<file path="config.mk">
export PLATFORM = sky130hd
export DESIGN_NAME = peer_liveness_monitor_core_flat
export DESIGN_NICKNAME = d
export VERILOG_FILES = /design/src/design/plm_pkg.sv /design/src/design/plm_ifaces.sv /design/src/design/plm_slot_table.sv /design/src/design/peer_liveness_monitor_core.sv /design/src/flat_wrapper.sv
export SDC_FILE = /design/constraint.sdc
export NUM_CORES = 1
export LEC_CHECK = 0
export BUFFER_PORTS_ARGS = -buffer_cell sky130_fd_sc_hd__clkbuf_2
export CORE_MARGIN = 2
export CORE_UTILIZATION = 57
export DETAILED_ROUTE_END_ITERATION = 6
export PLACE_DENSITY = 0.76
export SYNTH_ARGS = -nofsm -noshare
export SYNTH_HDL_FRONTEND = slang
export SYNTH_SLANG_ARGS = --single-unit
</file>
<file path="constraint.sdc">
create_clock -name clk -period 6.5 [get_ports clk]
set_input_delay 0.325 -clock clk [delete_from_list [all_inputs] [get_ports clk]]
set_output_delay 0.325 -clock clk [all_outputs]
set_load 0.01 [all_outputs]
</file>
<file path="src/design/plm_pkg.sv">
// Package for the peer liveness monitor: sizes, event and action codes,
// register indexes, sequencer states and the structs passed between modules.
// No dependencies.
package plm_pkg;

  localparam int SLOTS       = 16;
  localparam int IDX_W       = (SLOTS > 1) ? $clog2(SLOTS) : 1;
  localparam int CNT_W       = $clog2(SLOTS + 1);
  localparam int NODE_W      = 8;
  localparam int TIME_W      = 32;
  localparam int ACT_W       = 2;
  localparam int KIND_W      = 3;
  localparam int CFG_IDX_W   = 2;
  localparam int CFG_DATA_W  = 32;
  localparam int ACTIVE_W    = 5;

  localparam logic [NODE_W-1:0]   BCAST_NODE        = 8'hFF;
  localparam logic [TIME_W-1:0]   SEND_INTERVAL_RST = 32'd1000;
  localparam logic [TIME_W-1:0]   LOSS_TIMEOUT_RST  = 32'd3000;
  localparam logic [ACTIVE_W-1:0] ACTIVE_SLOTS_RST  = 5'd16;

  typedef enum logic [ACT_W-1:0] {
    ACT_TICK      = 2'd0,
    ACT_HEARTBEAT = 2'd1,
    ACT_ADD       = 2'd2,
    ACT_QUERY     = 2'd3
  } action_t;

  typedef enum logic [KIND_W-1:0] {
    EV_NONE  = 3'd0,
    EV_SEND  = 3'd1,
    EV_LOST  = 3'd2,
    EV_FOUND = 3'd3,
    EV_ADD   = 3'd4,
    EV_QUERY = 3'd5
  } event_t;

  typedef enum logic [CFG_IDX_W-1:0] {
    REG_SEND_INTERVAL = 2'd0,
    REG_LOSS_TIMEOUT  = 2'd1,
    REG_ACTIVE_SLOTS  = 2'd2
  } reg_idx_t;

  typedef enum logic [2:0] {
    S_IDLE,
    S_SEND,
    S_READ,
    S_EVAL,
    S_DONE
  } state_t;

  typedef struct packed {
    event_t              kind;
    logic [NODE_W-1:0]   node;
    logic                flag;
  } result_t;

  typedef struct packed {
    logic                we;
    logic [IDX_W-1:0]    idx;
    logic [NODE_W-1:0]   node;
    logic [TIME_W-1:0]   seen;
  } slot_wr_t;

  typedef struct packed {
    logic                set_used;
    logic                set_alive;
    logic                clr_alive;
    logic [IDX_W-1:0]    idx;
  } flag_op_t;

endpackage

</file>
<file path="src/design/plm_ifaces.sv">
// Handshake channels of the peer liveness monitor: input item, result item
// and configuration write. Depends on plm_pkg.
interface plm_item_if;
  logic                         valid;
  logic                         ready;
  logic [plm_pkg::ACT_W-1:0]    action;
  logic [plm_pkg::NODE_W-1:0]   node_id;
  modport source (output valid, action, node_id, input ready);
  modport sink (input valid, action, node_id, output ready);
endinterface

interface plm_result_if;
  logic                         valid;
  logic                         ready;
  logic [plm_pkg::KIND_W-1:0]   event_kind;
  logic [plm_pkg::NODE_W-1:0]   peer_node;
  logic                         flag;
  logic                         last;
  modport source (output valid, event_kind, peer_node, flag, last, input ready);
  modport sink (input valid, event_kind, peer_node, flag, last, output ready);
endinterface

interface plm_cfg_if;
  logic                           valid;
  logic                           ready;
  logic [plm_pkg::CFG_IDX_W-1:0]  index;
  logic [plm_pkg::CFG_DATA_W-1:0] data;
  modport source (output valid, index, data, input ready);
  modport sink (input valid, index, data, output ready);
endinterface

</file>
<file path="src/design/plm_slot_table.sv">
// Peer slot table: a synchronous memory of node id and last-seen time per slot
// (registered read data) plus the used and alive flags in flip-flops.
// Depends on plm_pkg.
module plm_slot_table (
  input  logic                          clk,
  input  logic                          rst,
  input  logic                          rd_en,
  input  logic [plm_pkg::IDX_W-1:0]     rd_idx,
  input  plm_pkg::slot_wr_t             wr,
  input  plm_pkg::flag_op_t             fop,
  output logic [plm_pkg::NODE_W-1:0]    rd_node,
  output logic [plm_pkg::TIME_W-1:0]    rd_seen,
  output logic [plm_pkg::SLOTS-1:0]     used,
  output logic [plm_pkg::SLOTS-1:0]     alive
);
  import plm_pkg::*;

  logic [NODE_W+TIME_W-1:0] mem [SLOTS];
  logic [NODE_W+TIME_W-1:0] rd_data;

  always_ff @(posedge clk) begin
    if (wr.we) begin
      mem[wr.idx] <= {wr.node, wr.seen};
    end
    if (rd_en) begin
      rd_data <= mem[rd_idx];
    end
  end

  assign rd_node = rd_data[NODE_W+TIME_W-1:TIME_W];
  assign rd_seen = rd_data[TIME_W-1:0];

  always_ff @(posedge clk) begin
    if (rst) begin
      used  <= '0;
      alive <= '0;
    end else begin
      if (fop.set_used) begin
        used[fop.idx] <= 1'b1;
      end
      if (fop.set_alive) begin
        alive[fop.idx] <= 1'b1;
      end else if (fop.clr_alive) begin
        alive[fop.idx] <= 1'b0;
      end
    end
  end

endmodule

</file>
<file path="src/design/peer_liveness_monitor_core.sv">
// Top level of the peer liveness monitor: sequencer, configuration registers,
// millisecond clock and result register. Depends on plm_pkg, plm_ifaces and
// plm_slot_table.
//
//   Channel     Dir  Payload                               Accepted when
//   item_in     in   action, node_id                       valid & ready
//   result_out  out  event_kind, peer_node, flag, last     valid & ready
//   cfg         in   index, data                           valid & ready
//
// Each slot visited takes a memory read, then an evaluation, so a tick
// walks all N active slots one after another; a heartbeat, add or query
// stops at the matching slot. The single memory read port sets this pace.
// Reset clears the clock and the flags and restores the configuration defaults at once; no sweep.
// A stalled result output holds the scan only when a second result is due.
module peer_liveness_monitor_core (
  input  logic       clk,
  input  logic       rst,
  plm_cfg_if.sink    cfg,
  plm_item_if.sink   item_in,
  plm_result_if.source result_out
);
  import plm_pkg::*;

  logic [TIME_W-1:0]   send_interval;
  logic [TIME_W-1:0]   loss_timeout;
  logic [ACTIVE_W-1:0] active_slots;
  logic [TIME_W-1:0]   clock_ms;
  logic [TIME_W-1:0]   last_send_time;

  state_t              state, state_next;
  action_t             act;
  logic [NODE_W-1:0]   node;
  logic [CNT_W-1:0]    idx;
  logic [CNT_W-1:0]    limit;
  logic [IDX_W-1:0]    idx_lo;
  logic                free_found;
  logic [IDX_W-1:0]    free_idx;
  logic                pend_valid;
  result_t             pend;
  logic                out_valid;
  result_t             out_res;
  logic                out_last;

  logic                accept;
  logic                can_load;
  logic                load;
  result_t             load_res;
  logic                load_last;
  logic                pend_set;
  result_t             pend_res;
  logic                idx_inc;
  logic                free_set;
  logic                send_fire;
  logic                rd_en;
  slot_wr_t            wr;
  flag_op_t            fop;
  logic [NODE_W-1:0]   rd_node;
  logic [TIME_W-1:0]   rd_seen;
  logic [SLOTS-1:0]    used;
  logic [SLOTS-1:0]    alive;
  logic [TIME_W-1:0]   send_age;
  logic [TIME_W-1:0]   seen_age;
  logic                hit;
  logic                lost;

  plm_slot_table u_table (
    .clk     (clk),
    .rst     (rst),
    .rd_en   (rd_en),
    .rd_idx  (idx_lo),
    .wr      (wr),
    .fop     (fop),
    .rd_node (rd_node),
    .rd_seen (rd_seen),
    .used    (used),
    .alive   (alive)
  );

  assign accept       = item_in.valid && item_in.ready;
  assign item_in.ready = (state == S_IDLE);
  assign cfg.ready    = (state == S_IDLE);
  assign can_load     = !out_valid || result_out.ready;

  assign limit  = (int'(active_slots) > SLOTS) ? CNT_W'(SLOTS) : CNT_W'(active_slots);
  assign idx_lo = idx[IDX_W-1:0];

  assign send_age = clock_ms - last_send_time;
  assign seen_age = clock_ms - rd_seen;
  assign hit      = used[idx_lo] && (rd_node == node);
  assign lost     = used[idx_lo] && alive[idx_lo] && (seen_age >= loss_timeout);

  always_comb begin
    state_next = state;
    rd_en      = 1'b0;
    wr         = '0;
    fop        = '0;
    load       = 1'b0;
    load_res   = '0;
    load_last  = 1'b0;
    pend_set   = 1'b0;
    pend_res   = '0;
    idx_inc    = 1'b0;
    free_set   = 1'b0;
    send_fire  = 1'b0;
    case (state)
      S_IDLE: begin
        if (accept) begin
          state_next = (action_t'(item_in.action) == ACT_TICK) ? S_SEND : S_READ;
        end
      end
      S_SEND: begin
        if (send_age >= send_interval) begin
          pend_set  = 1'b1;
          pend_res  = '{kind: EV_SEND, node: BCAST_NODE, flag: 1'b0};
          send_fire = 1'b1;
        end
        state_next = S_READ;
      end
      S_READ: begin
        if (idx >= limit) begin
          state_next = S_DONE;
        end else begin
          rd_en      = 1'b1;
          state_next = S_EVAL;
        end
      end
      S_EVAL: begin
        case (act)
          ACT_TICK: begin
            if (lost) begin
              // A new loss proves the held result is not the final one.
              if (!pend_valid || can_load) begin
                if (pend_valid) begin
                  load     = 1'b1;
                  load_res = pend;
                end
                pend_set      = 1'b1;
                pend_res      = '{kind: EV_LOST, node: rd_node, flag: 1'b0};
                fop.clr_alive = 1'b1;
                fop.idx       = idx_lo;
                idx_inc       = 1'b1;
                state_next    = S_READ;
              end
            end else begin
              idx_inc    = 1'b1;
              state_next = S_READ;
            end
          end
          ACT_HEARTBEAT: begin
            if (hit) begin
              wr            = '{we: 1'b1, idx: idx_lo, node: node, seen: clock_ms};
              fop.set_alive = 1'b1;
              fop.idx       = idx_lo;
              if (!alive[idx_lo]) begin
                pend_set = 1'b1;
                pend_res = '{kind: EV_FOUND, node: node, flag: 1'b0};
              end
              state_next = S_DONE;
            end else begin
              idx_inc    = 1'b1;
              state_next = S_READ;
            end
          end
          ACT_ADD: begin
            if (hit) begin
              pend_set   = 1'b1;
              pend_res   = '{kind: EV_ADD, node: node, flag: 1'b1};
              state_next = S_DONE;
            end else begin
              if (!used[idx_lo] && !free_found) begin
                free_set = 1'b1;
              end
              idx_inc    = 1'b1;
              state_next = S_READ;
            end
          end
          ACT_QUERY: begin
            if (hit) begin
              pend_set   = 1'b1;
              pend_res   = '{kind: EV_QUERY, node: node, flag: alive[idx_lo]};
              state_next = S_DONE;
            end else begin
              idx_inc    = 1'b1;
              state_next = S_READ;
            end
          end
          default: begin
            state_next = S_DONE;
          end
        endcase
      end
      S_DONE: begin
        if (can_load) begin
          load       = 1'b1;
          load_last  = 1'b1;
          state_next = S_IDLE;
          if (pend_valid) begin
            load_res = pend;
          end else begin
            case (act)
              ACT_ADD: begin
                load_res = '{kind: EV_ADD, node: node, flag: free_found};
                if (free_found) begin
                  wr            = '{we: 1'b1, idx: free_idx, node: node, seen: clock_ms};
                  fop.set_used  = 1'b1;
                  fop.set_alive = 1'b1;
                  fop.idx       = free_idx;
                end
              end
              ACT_QUERY: begin
                load_res = '{kind: EV_QUERY, node: node, flag: 1'b0};
              end
              default: begin
                load_res = '{kind: EV_NONE, node: '0, flag: 1'b0};
              end
            endcase
          end
        end
      end
      default: begin
        state_next = S_IDLE;
      end
    endcase
  end

  always_ff @(posedge clk) begin
    if (rst) begin
      state <= S_IDLE;
    end else begin
      state <= state_next;
    end
  end

  always_ff @(posedge clk) begin
    if (rst) begin
      send_interval  <= SEND_INTERVAL_RST;
      loss_timeout   <= LOSS_TIMEOUT_RST;
      active_slots   <= ACTIVE_SLOTS_RST;
      clock_ms       <= '0;
      last_send_time <= '0;
      idx            <= '0;
      free_found     <= 1'b0;
      pend_valid     <= 1'b0;
      out_valid      <= 1'b0;
    end else begin
      if (cfg.valid && cfg.ready) begin
        case (cfg.index)
          REG_SEND_INTERVAL: send_interval <= cfg.data;
          REG_LOSS_TIMEOUT:  loss_timeout  <= cfg.data;
          REG_ACTIVE_SLOTS:  active_slots  <= cfg.data[ACTIVE_W-1:0];
          default: begin
          end
        endcase
      end

      if (accept) begin
        act        <= action_t'(item_in.action);
        node       <= item_in.node_id;
        idx        <= '0;
        free_found <= 1'b0;
        if (action_t'(item_in.action) == ACT_TICK) begin
          clock_ms <= clock_ms + TIME_W'(1);
        end
      end else if (idx_inc) begin
        idx <= idx + CNT_W'(1);
      end

      if (send_fire) begin
        last_send_time <= clock_ms;
      end

      if (free_set) begin
        free_found <= 1'b1;
        free_idx   <= idx_lo;
      end

      if (pend_set) begin
        pend_valid <= 1'b1;
        pend       <= pend_res;
      end else if (state == S_DONE && can_load) begin
        pend_valid <= 1'b0;
      end

      if (load) begin
        out_valid <= 1'b1;
        out_res   <= load_res;
        out_last  <= load_last;
      end else if (result_out.ready) begin
        out_valid <= 1'b0;
      end
    end
  end

  assign result_out.valid      = out_valid;
  assign result_out.event_kind = out_res.kind;
  assign result_out.peer_node  = out_res.node;
  assign result_out.flag       = out_res.flag;
  assign result_out.last       = out_last;

  // A held result is always sent, as the final one, before the block idles.
  a_idle_no_pend: assert property (@(posedge clk) disable iff (rst)
    (state == S_IDLE) |-> !pend_valid)
    else $error("held result left over in idle");

  // Evaluation only ever follows a memory read or a stalled evaluation.
  a_eval_after_read: assert property (@(posedge clk) disable iff (rst)
    (state == S_EVAL) |-> ($past(state) == S_READ || $past(state) == S_EVAL))
    else $error("slot evaluated without a read in flight");

  // A tick advances the millisecond clock by exactly one.
  a_tick_clock: assert property (@(posedge clk) disable iff (rst)
    (accept && action_t'(item_in.action) == ACT_TICK)
      |=> (clock_ms == $past(clock_ms) + TIME_W'(1)))
    else $error("tick did not advance the clock");

endmodule

</file>
<file path="src/flat_wrapper.sv">
// flat-port wrapper written by rule: the top's interface ports become plain ports
module peer_liveness_monitor_core_flat import plm_pkg::*;
  (clk, rst, cfg_valid, cfg_index, cfg_data, cfg_ready, item_in_valid, item_in_action, item_in_node_id, item_in_ready, result_out_valid, result_out_event_kind, result_out_peer_node, result_out_flag, result_out_last, result_out_ready);
  plm_cfg_if cfg_i ();
  plm_item_if item_in_i ();
  plm_result_if result_out_i ();
  input  logic clk;
  input  logic rst;
  input wire logic [$bits(cfg_i.valid)-1:0] cfg_valid;
  input wire logic [$bits(cfg_i.index)-1:0] cfg_index;
  input wire logic [$bits(cfg_i.data)-1:0] cfg_data;
  output wire logic [$bits(cfg_i.ready)-1:0] cfg_ready;
  input wire logic [$bits(item_in_i.valid)-1:0] item_in_valid;
  input wire logic [$bits(item_in_i.action)-1:0] item_in_action;
  input wire logic [$bits(item_in_i.node_id)-1:0] item_in_node_id;
  output wire logic [$bits(item_in_i.ready)-1:0] item_in_ready;
  output wire logic [$bits(result_out_i.valid)-1:0] result_out_valid;
  output wire logic [$bits(result_out_i.event_kind)-1:0] result_out_event_kind;
  output wire logic [$bits(result_out_i.peer_node)-1:0] result_out_peer_node;
  output wire logic [$bits(result_out_i.flag)-1:0] result_out_flag;
  output wire logic [$bits(result_out_i.last)-1:0] result_out_last;
  input wire logic [$bits(result_out_i.ready)-1:0] result_out_ready;
  assign cfg_i.valid = cfg_valid;
  assign cfg_i.index = cfg_index;
  assign cfg_i.data = cfg_data;
  assign cfg_ready = cfg_i.ready;
  assign item_in_i.valid = item_in_valid;
  assign item_in_i.action = item_in_action;
  assign item_in_i.node_id = item_in_node_id;
  assign item_in_ready = item_in_i.ready;
  assign result_out_valid = result_out_i.valid;
  assign result_out_event_kind = result_out_i.event_kind;
  assign result_out_peer_node = result_out_i.peer_node;
  assign result_out_flag = result_out_i.flag;
  assign result_out_last = result_out_i.last;
  assign result_out_i.ready = result_out_ready;
  peer_liveness_monitor_core u_core (.clk(clk), .rst(rst), .cfg(cfg_i), .item_in(item_in_i), .result_out(result_out_i));
endmodule
</file>
# After elaboration in Yosys (flattened, before gate mapping)
# Memories as Yosys holds them, arrays and structs flattened. A register that Yosys moved wholly into a read port is not among the register bits.
# Cells that the tools add are included.
# word_totals
latch_bits,0
inputBits,49
memories,1
mem_bits_rw,640
out_inout_bits,16
mem_bits_ro,0
reg_bits,215
word_cells,179
# op_classes
mux,93
n_mul,0
reduce_logical,34
div,0
shift,0
eq_ne,13
n_bitwise,5
add_sub_neg,4
n_lt_le_gt_ge,7
# memory_table
memory,words,width,read_ports,rd_ports_with_merged_regs,wr,line_no,source
u_core.u_table.mem,16,40,1,1,1,plm_slot_table.sv:18,logic [NODE_W+TIME_W-1:0] mem [SLOTS];
# ops
op,count
2-to-1 mux 45 bit,6
2-to-1 mux 12 bit,10
one-hot mux 45 bit (2 select lines),1
one-hot mux 12 bit (2 select lines),3
greater-or-equal comparator 32 bit,2
subtractor 32 bit,2
one-hot mux 12 bit (4 select lines),1
2-to-1 mux 1 bit,36
adder 32 x 1 -> 32 bit (second input constant),1
2-to-1 mux 16 bit,2
bitwise OR 16 bit,2
2-to-1 mux 11 bit,2
2-to-1 mux 4 bit,5
2-to-1 mux 3 bit,6
AND 16 bit,1
inverter 16 bit,1
one-hot mux 4 bit (2 select lines),2
AND reduction 2 bit,8
2-to-1 mux 5 bit,3
one-hot mux 3 bit (5 select lines),1
less-than comparator 4 x 5 -> 1 bit (second input constant),2
2-to-1 mux 10 bit,1
2-to-1 mux 2 bit,5
binary-select mux 1 bit (select 4 bit),2
27 further kinds,51

# Depth between registers and ports, before layout
# depth
depth_word,15
mapped_depth,27

# Cells and area by module
# A second synthesis with hierarchy kept.
# hier_totals
hier_cells,2707
hier_area_um2,39556.7
# modules_own_cells
mod,cells_per_inst,instances,area_each_um2
plm_slot_table,1181,1,26814.5
peer_liveness_monitor_core,1526,1,12742.2

# Worst setup path before layout
# Ideal clock, no wire load.
# synth_timing
kind,flip-flop to flip-flop
from,register u_core.idx[0]
to,register u_core.u_table.rd_data[0] (read register of u_core.u_table.mem) (enable)
setup_time_ps,540
synth_period_minus_slack_ps,6446
required_ps,5960
path_stages_with_launch,13
arrival_time_ps,5906
setup_slack_ps,54
path_cell_list,dfxtp_1 > buf_6 > buf_8 > clkbuf_1 > inv_1 > ha_1 > nand2b_1 > a21o_1 > a21oi_1 > nor2b_1 > o21ai_0 > nand2b_1 > nor4_1
# synth_via
elab_chain_cells,3
# synth_lines
item,line_no,source
"start, declared",peer_liveness_monitor_core.sv:33,logic [CNT_W-1:0] idx;
"start signal, assigned",peer_liveness_monitor_core.sv:265,idx <= idx + CNT_W'(1);
greater-or-equal comparator 5 bit,peer_liveness_monitor_core.sv:120,if (idx >= limit) begin
2-to-1 mux 1 bit,peer_liveness_monitor_core.sv:120,
2-to-1 mux 1 bit,peer_liveness_monitor_core.sv:105,case (state)
net u_core.rd_en,peer_liveness_monitor_core.sv:54,logic rd_en;
"end, declared",plm_slot_table.sv:19,logic [NODE_W+TIME_W-1:0] rd_data;
# The timed path passes the listed nets, and every way through them passes these cells.
# A chain may end at the register's enable or synchronous reset.

==> results_dict.tcl <==
set metrics [dict create \
    antenna_found_initial 3 \
    synthAdderAreaFrac_pct 4.37 \
    clockBufferDepth 3 \
    dpl-instance-area_mm2 0.0404 \
    grt_usage_pct 28.2 \
    yosysUniqueCellTypes 73 \
    syn_to_final_growth_pct 12.9 \
    synth_edf_count 719 \
    n_fill_cell 4461 \
    timing.setup.tns_ns 0 \
    setup.worst_path.end_class "flop" \
    crit_chain "inv_1, ha_1, inv_1, fa_1, a211oi_1, nor2_1, o31ai_1, a21oi_1, nand2_1, a311o_1, o2111ai_1, a31o_2, a21oi_1, xnor2_1, ha_1, a21o_1, a211oi_1, a2111o_1, nor3_4, buf_12, nor2_1, o21ai_0" \
    ys_ff_latch 895 \
    grt_pass1_vias 23825 \
    yosysWarnings 0 \
    slew_headroom_pct 19.2 \
    antenna_cells 0 \
    power_leakage_uw 0.0153 \
    worstPathMaxFanout 12 \
    hp-start "result_out_ready" \
    pin_count 65 \
    skew_ns 0.0362 \
    rsz0062_at_grt "false" \
    final_area_mm2 0.0440 \
    wl_per_cell_um 26.7 \
    outcome "finished with violations" \
    ctsResizeCount 0 \
    period_needed_ns 5.94 \
    period_share_pct 91.4 \
    crit_arrival_ns 6.31 \
    core_mm2 0.0674 \
    grt_pass1_wl_um 148000 \
    finalWirelength_um 98600 \
    ant_nets 0 \
    ir_drop_v 0.000213 \
    power_density_mw_per_mm2 270 \
    worstMarginPinSlew_ns 1.21 \
    syn_avg_cell_area_um2 15.0 \
    htreeDepth 3 \
    grt_max_degree 120 \
    critical_path_required_ns 6.87 \
    synth_top_family_by_area "multiplexers" \
    gp_congestion 0.911 \
    synthXorXnorAreaFrac_pct 2.23 \
    cts_buffers 90 \
    tritoncts "built" \
    synth.area.mux_share_pct 13.1 \
    die_y_um 265 \
    dieArea_mm2 0.0705 \
    vias 23640 \
    grt_overflow_total 0 \
    finalSetupViolations 0 \
    crit_path_start_kind "flop" \
    synthesis.area_mm2 0.0390 \
    cts_root_buf "clkbuf_16" \
    num_rows 95 \
    hpwl_um 55600 \
    criticalPathCategory "reg2reg" \
    final_layout_size_suffix_gt1_share_pct 17.7 \
    synthSimpleGateAreaFrac_pct 6.86 \
    ys_seq_area_share_pct 64.5 \
    max_freq_mhz 168 \
    finalMaxSlewViolations 0 \
    dieWidth_um 265 \
    drc 16 \
    cp_slowest_stage_delay_ns 0.63 \
    syn_inst 2606 \
    drt_iter0_drc 2972 \
    path_clk_slew_ns 0.06 \
    reg2reg_from "u_core.clock_ms[0]" \
    cp-startpoint "u_core.clock_ms[0]" \
    ys_async_sr_fraction_pct 0 \
    synth_compound_area_share_pct 6.38 \
    maxCapViolCount 0 \
    layout.nets 2929 \
    synth-main-ff-cell "edfxtp_1" \
    numPortBuffers 64 \
    violations "DRC" \
    start_util_pct 57.8 \
    clock-sinks 895 \
    cp_top_family "compound AO/OA/AOI/OAI gates" \
    dr.pass1.iters 7 \
    clk_latency_ns 0.66 \
    routed_via_density 6.40 \
    slowest_stage "a211oi_1" \
    crit_buf_inv 3 \
    worst_hold_path_type "in2reg" \
    syn-num-nets 2790 \
    hold_violations 0 \
]
[metal layers]
metal  vias up  GRT usage (%)  share of wire, %  wire (µm)
met4         2           9.36               2.9       2840
met3       184           4.25               9.0       8890
li1      10175              -                 -          -
met5         -              0             0.011         11
met2      1383           45.5                48      47500
met1     11896           40.0                40      39400
[tightest hold or removal path, cell delays in order]
cell	delay (ns)
clkbuf_2	0.09
nand2b_1	0.14
a31oi_1	0.10
[cell usage in the layout (no fill, tap or decap), drive strengths merged, types with 5 or more instances in the layout]
cell type	instances
a2111oi	6
a211oi	12
a21boi	5
a21o	40
a21oi	154
a22oi	18
and2	46
and3	17
and4	5
buf	46
bufinv	12
clkbuf	180
clkinv	30
clkinvlp	5
dfxtp	176
dlygate4sd3	43
edfxtp	719
ha	133
inv	157
mux2i	40
mux4	209
nand2	207
nand2b	14
nand3	29
nand4	22
nor2	177
nor2b	16
nor3	19
o211ai	21
o21a	22
o21ai	59
o21bai	11
o31a	5
or3	6
xnor2	54
xor2	45
[cell usage after synthesis (9+ instances only)]
cell / instances / area share (%)
mux4_2: 209 / 12
o21bai_1: 11 / 0.21
edfxtp_1: 719 / 55
o21a_1: 22 / 0.42
o21ai_0: 58 / 0.74
nor3_1: 14 / 0.18
inv_1: 154 / 1.5
buf_1: 14 / 0.13
xor2_1: 45 / 1.0
nand3_1: 28 / 0.36
a21oi_1: 153 / 2.0
and3_1: 17 / 0.27
xnor2_1: 54 / 1.2
clkbuf_1: 77 / 0.74
nand2b_1: 14 / 0.22
nor2_1: 177 / 1.7
mux2i_1: 40 / 1.0
and2_1: 45 / 0.72
a211oi_1: 12 / 0.23
o211ai_1: 21 / 0.40
a21o_1: 40 / 0.77
nor2b_1: 16 / 0.26
a22oi_1: 18 / 0.35
ha_1: 133 / 4.3
nand2_1: 207 / 2.0
nand4_1: 21 / 0.34
dfxtp_1: 176 / 9.0
buf_2: 9 / 0.12
[state kept, by name, indices dropped and copies added (netlist names), 2 cells and up, named ones only]
signal and count:
u_core.last_send_time 32, u_core.u_table.used 16, u_core.node 8, u_core.result_out.peer_node 8, u_core.send_interval 32, u_core.result_out.event_kind 3, u_core.pend 12, u_core.free_idx 4
u_core.loss_timeout 32, u_core.idx 5, u_core.active_slots 5, u_core.state 3, u_core.u_table.rd_data 40, u_core.u_table.mem 640, u_core.act 2, u_core.clock_ms 32
[timing repair]
item,CTS,global route
setup endpoints to repair,0,8
hold buffers,43,0
setup buffers,0,4
endpoints found under the hold margin,80,0
[stage by stage]
stage          cells  worst slack (ns)  power, µW  util [%]  hold slack [ns]
3_3_place_gp    3479             0.789       6550      60.0            0.444
2_1_floorplan   2606            0.0539       6470         -            0.424
5_1_grt         3693            0.0706      12200      65.3           0.0963
4_1_cts         3689             0.562      11900      65.2           0.0257
3_5_place_dp    3479             0.576       6560      60.0            0.451
6_report        3693             0.560      11900      65.3           0.0605
[power by group]
| part | switching (µW) | internal [µW] |
|---|---|---|
| sequential | 28.7 | 6140 |
| combinational | 183 | 114 |
| clock | 2280 | 3160 |
| total | 2490 | 9410 |
[worst paths after layout]
path | endpoint | slack [ns] | cells past startpoint
min reg2reg | u_core.loss_timeout[13] | 0.46 | 2
max | u_core.result_out.flag | 0.56 | 22
min | u_core.result_out.valid | 0.06 | 3
max reg2reg | u_core.result_out.flag | 0.56 | 22
[final cells by class]
cell class	instances	area, µm²	area share [%]
tap	873	1090	2.48
sequential	895	25100	57.1
inverter	154	578	1.31
clock inverter	50	657	1.49
multi-input combinational	1452	12900	29.4
timing repair buffer	152	1170	2.65
clock buffer	117	2440	5.54
[cells by family (layout without fill, tap and decap cells)]
logic type / count (synthesis) / after routing
AOI/OAI and AO/OA: 393 / 393
adders and majority gates: 135 / 135
and+or+nand+nor: 576 / 576
muxes: 249 / 249
xor gates and xnor gates: 99 / 99
DFF: 895 / 895
buffers and inverters: 259 / 473
No activity file was read; power rests on OpenSTA's default activity.
